`src/rtl/ssim_pkg.sv`:
```
// Shared constants, codes and control types of the sparse set index map.
`timescale 1ns / 1ps

package ssim_pkg;

	// Sizes of the two tables and the count.
	localparam int ENTITY_SLOTS = 4096;
	localparam int DENSE_DEPTH  = 1024;
	localparam int SLOT_W       = $clog2(ENTITY_SLOTS);
	localparam int POS_W        = $clog2(DENSE_DEPTH);
	localparam int CNT_W        = POS_W + 1;
	localparam int MAP_W        = POS_W + 1;
	localparam int APB_DATA_W   = 32;
	localparam int APB_ADDR_W   = 3;

	localparam logic [CNT_W-1:0] CAP_RESET = CNT_W'(DENSE_DEPTH);
	localparam logic [CNT_W-1:0] CAP_LIMIT = CNT_W'(DENSE_DEPTH);

	// Register indexes on the configuration port.
	localparam logic REG_CAPACITY = 1'b0;

	// Request codes.
	localparam logic [1:0] REQ_ADD    = 2'd0;
	localparam logic [1:0] REQ_REMOVE = 2'd1;
	localparam logic [1:0] REQ_HAS    = 2'd2;
	localparam logic [1:0] REQ_INDEX  = 2'd3;

	// Status codes.
	localparam logic [2:0] ST_OK      = 3'd0;
	localparam logic [2:0] ST_PRESENT = 3'd1;
	localparam logic [2:0] ST_FULL    = 3'd2;
	localparam logic [2:0] ST_ABSENT  = 3'd3;
	localparam logic [2:0] ST_DEAD    = 3'd4;

	// Commands from the controller to the datapath.
	typedef struct packed {
		logic clear;
		logic accept;
		logic look;
		logic fix;
	} ssim_cmd_t;

	// Status from the datapath to the controller.
	typedef struct packed {
		logic clear_last;
		logic move;
	} ssim_sts_t;

endpackage

```
`src/rtl/ssim_ctrl.sv`:
```
// Controller state machine: clearing pass, request lookup and second map write.
`timescale 1ns / 1ps

module ssim_ctrl (
	input  logic               clk,
	input  logic               arst_n,
	input  logic               start,
	input  ssim_pkg::ssim_sts_t sts,
	output ssim_pkg::ssim_cmd_t cmd,
	output logic               busy
);

	import ssim_pkg::*;

	localparam logic [1:0] S_CLEAR = 2'd0;
	localparam logic [1:0] S_IDLE  = 2'd1;
	localparam logic [1:0] S_LOOK  = 2'd2;
	localparam logic [1:0] S_FIX   = 2'd3;

	logic [1:0] state_q;
	logic [1:0] state_nxt;

	always_comb begin
		state_nxt = state_q;
		case (state_q)
			S_CLEAR: begin
				if (sts.clear_last) begin
					state_nxt = S_IDLE;
				end
			end
			S_IDLE: begin
				if (start) begin
					state_nxt = S_LOOK;
				end
			end
			S_LOOK: begin
				state_nxt = sts.move ? S_FIX : S_IDLE;
			end
			S_FIX: begin
				state_nxt = S_IDLE;
			end
			default: begin
				state_nxt = S_CLEAR;
			end
		endcase
	end

	always_ff @(posedge clk or negedge arst_n) begin
		if (!arst_n) begin
			state_q <= S_CLEAR;
		end else begin
			state_q <= state_nxt;
		end
	end

	assign cmd.clear  = (state_q == S_CLEAR);
	assign cmd.accept = (state_q == S_IDLE) && start;
	assign cmd.look   = (state_q == S_LOOK);
	assign cmd.fix    = (state_q == S_FIX);
	assign busy       = (state_q != S_IDLE);

endmodule

```
`config.mk`:
```
export PLATFORM = sky130hd
export DESIGN_NAME = ssim_ctrl
export DESIGN_NICKNAME = d
export VERILOG_FILES = /design/src/rtl/ssim_pkg.sv /design/src/rtl/ssim_ctrl.sv
export SDC_FILE = /design/constraint.sdc
export NUM_CORES = 1
export LEC_CHECK = 0
export BUFFER_PORTS_ARGS = -buffer_cell sky130_fd_sc_hd__buf_2
export CORE_AREA = 2 2 39 41
export DETAILED_ROUTE_END_ITERATION = 6
export DIE_AREA = 0 0 41 43
export GPL_TIMING_DRIVEN = 0
export PLACE_DENSITY_LB_ADDON = 0.1
export SLEW_MARGIN = 40
export SYNTH_ARGS = -nofsm -noshare
export SYNTH_HDL_FRONTEND = slang
export SYNTH_SLANG_ARGS = --single-unit
```
`constraint.sdc`:
```
create_clock -name clk -period 1.5 [get_ports clk]
set_input_delay 0.075 -clock clk [delete_from_list [all_inputs] [get_ports clk]]
set_output_delay 0.075 -clock clk [all_outputs]
set_load 0.005 [all_outputs]
```
==> run metrics <==
met2 WL=197 um; DR DRC count=0; Leakage=0.000161 uW; standard-cell row count=14; Top Registers=state_q: 2 flops; post-synth top area share=between 20% and 30%; Max Buffers Root-to-Sink=2; Core Area=1380 um2; Final setup violation count=0; Area Growth Syn to Fin=56.5%; Seq cells post-synth=2; Sw Ratio=between 30% and 40%; Via density=approximately 3.3; CP endpoint kind=output port; hold violation total from the final report=0; worst hold margin=0.166 ns; r2r endpoint=state_q[1]; ant diodes=0; initial antenna violation count=0; die footprint=1760 um2; worst reg2reg path depth=5; crit path max fanout=4; Slew Limit Fails=0; cts bufs inserted=3; first-pass GRT wire length=552 um; most flop-heavy register=state_q; gp weighted congestion=approximately 0.64; register share of total power=22.0%; top cell type by total area after synthesis=dfrtp_1; FF-to-FF Start=state_q[0]; crit share post-route=84.6%; Syn Inst Count=18; CTS Sinks=2; CP required=1.42 ns; Syn Nets=27; grt total ovfl=0; Power Total=471 uW; CP Class=reg2out; Fin Setup TNS=0 ns; GRT Total Usage=4.91%; Worst Max-Slew Pin Slew=0.172 ns; max cap viols=0; fin nets=42; Relative slew margins=approximately 88%; crit path from=state_q[1]; Final ANT Viol Nets=0; Root Buffer=clkbuf_4; drt first pass iters=2; warning count from the yosys run=0; syn avg cell area=~9.6 um2; Top Metal Used=met3; share of post-route cells with drive strength above 1=between 40% and 50%; synth top area cells=dfrtp_1 (29%), ha_1 (29%), inv_1 (8.7%); WL/cell=7.64 um; Initial DRC Count=2; Comb pwr share=52.6%; Cell Pwr Density=1740 nW/um2; Switch Pwr=176 uW; reg2reg setup slack=0.30 ns; crit path DAT=1.19 ns; CTS H-tree lvls=1; placed cells=43; setup bufs post-CTS=0; vias in the first global route=153; Die Wd=41 um; Distinct cells, synth=10; Setup crit end=cmd[2]; status=finished clean; via count=156; Post-Layout Cell Count=47; Skew-Pair Late Insertion Delay=~0.22 ns; Final Cell Area=270 um2; Fmax achieved=about 790 MHz; largest net degree at the start of global routing=5; number of flip-flops in the largest register=2; Clk pin slew, worst setup/hold paths=0.03 ns; initial cell density of the core=12.5%; RSZ-0062 raised after global routing=false; final clock skew=around 0.0012 ns; Routed WL=359 um; crit path launch type=flop; Hold Path Class=in2async; Internal=a little under 300 uW; wire length on met3=around 26 um; Tmin final=1.27 ns; I/O Buffers=9; num ports=10; synthesized area=173 um2; clock power share=25.3%; Seq/Total Area, Yosys=29.0%; wire length on met1=136 um; TritonCTS clock tree=built; most frequent cells in the layout=buf_2 (9), inv_1 (4), ha_1 (4); VDD IR max=0.000397 V; Die Ht=43 um; DPL Wire Length=284 um; commonest non-fill, non-tap cell in the layout=buf_2; dpl cell area=238 um2
==> metrics by stage <==
| stage | worst slack (ns) | utilization (%) |
|---|---|---|
| after floorplan | 0.384 | - |
| after global placement | 0.267 | 17.2 |
| after detailed placement | 0.279 | 17.2 |
| after CTS | 0.195 | 19.5 |
| after global routing | 0.0953 | 19.5 |
| final | 0.231 | 19.5 |
==> cell families (layout without fill, tap and decap cells) <==
logic type      Yosys count  count (layout)  share of synthesized area [%]
simple gates              3               3                           12.3
fa+ha+maj                 4               4                           29.0
compound gates            4               4                           15.2
buf+inv                   4              17                           8.69
flops                     2               2                           29.0
mux                       1               1                           5.80
==> repair_timing <==
action | CTS | global route
endpoints found under the hold margin | 2 | 0
hold buffers | 1 | 0
gates resized for setup | 0 | 0
==> layout make-up <==
class / count / area (um2)
Sequential cell: 2 / 50.0
Multi-Input combinational cell: 12 / 108
Tap cell: 16 / 20.0
Clock buffer: 3 / 22.5
Inverter: 4 / 15.0
Fill cell: 160 / 1110
Timing Repair Buffer: 10 / 55.1
==> worst min-delay path by stage <==
stage	start	end	slack, ns
after floorplan	arst_n	state_q[0]	-0.22
final	arst_n	state_q[0]	0.17
after CTS	arst_n	state_q[0]	0.15
after global routing	arst_n	state_q[0]	0.17
after global placement	arst_n	state_q[0]	-0.14
after detailed placement	arst_n	state_q[0]	-0.14
==> synth_stat cells (all sizes together) <==
cell type / n
a21o: 1
a21oi: 1
dfrtp: 2
ha: 4
inv: 4
mux2i: 1
nand2: 1
nor2: 1
nor2b: 1
o21ai: 2
==> metal layers <==
| layer | vias up | GRT usage (%) |
|---|---|---|
| met5 | - | 0 |
| met4 | 0 | 6.00 |
| met3 | 0 | 0 |
| met2 | 4 | 6.88 |
| met1 | 69 | 5.77 |
| li1 | 83 | - |
==> worst max-delay path: stages, from the launching register on <==
cell and delay [ns]:
dfrtp_1 0.39, inv_1 0.10, ha_1 0.23, inv_1 0.07, nor2_1 0.07, buf_2 0.11
==> power by group through the flow <==
stage | Combinational (uW) | Sequential [uW] | Clock, uW
after global placement | 256 | 106 | 0
after global routing | 293 | 110 | 133
after floorplan | 174 | 97.9 | 0
final | 248 | 104 | 119
after detailed placement | 257 | 104 | 0
after CTS | 260 | 104 | 130
Note: power is estimated with default switching activity, not from simulation.
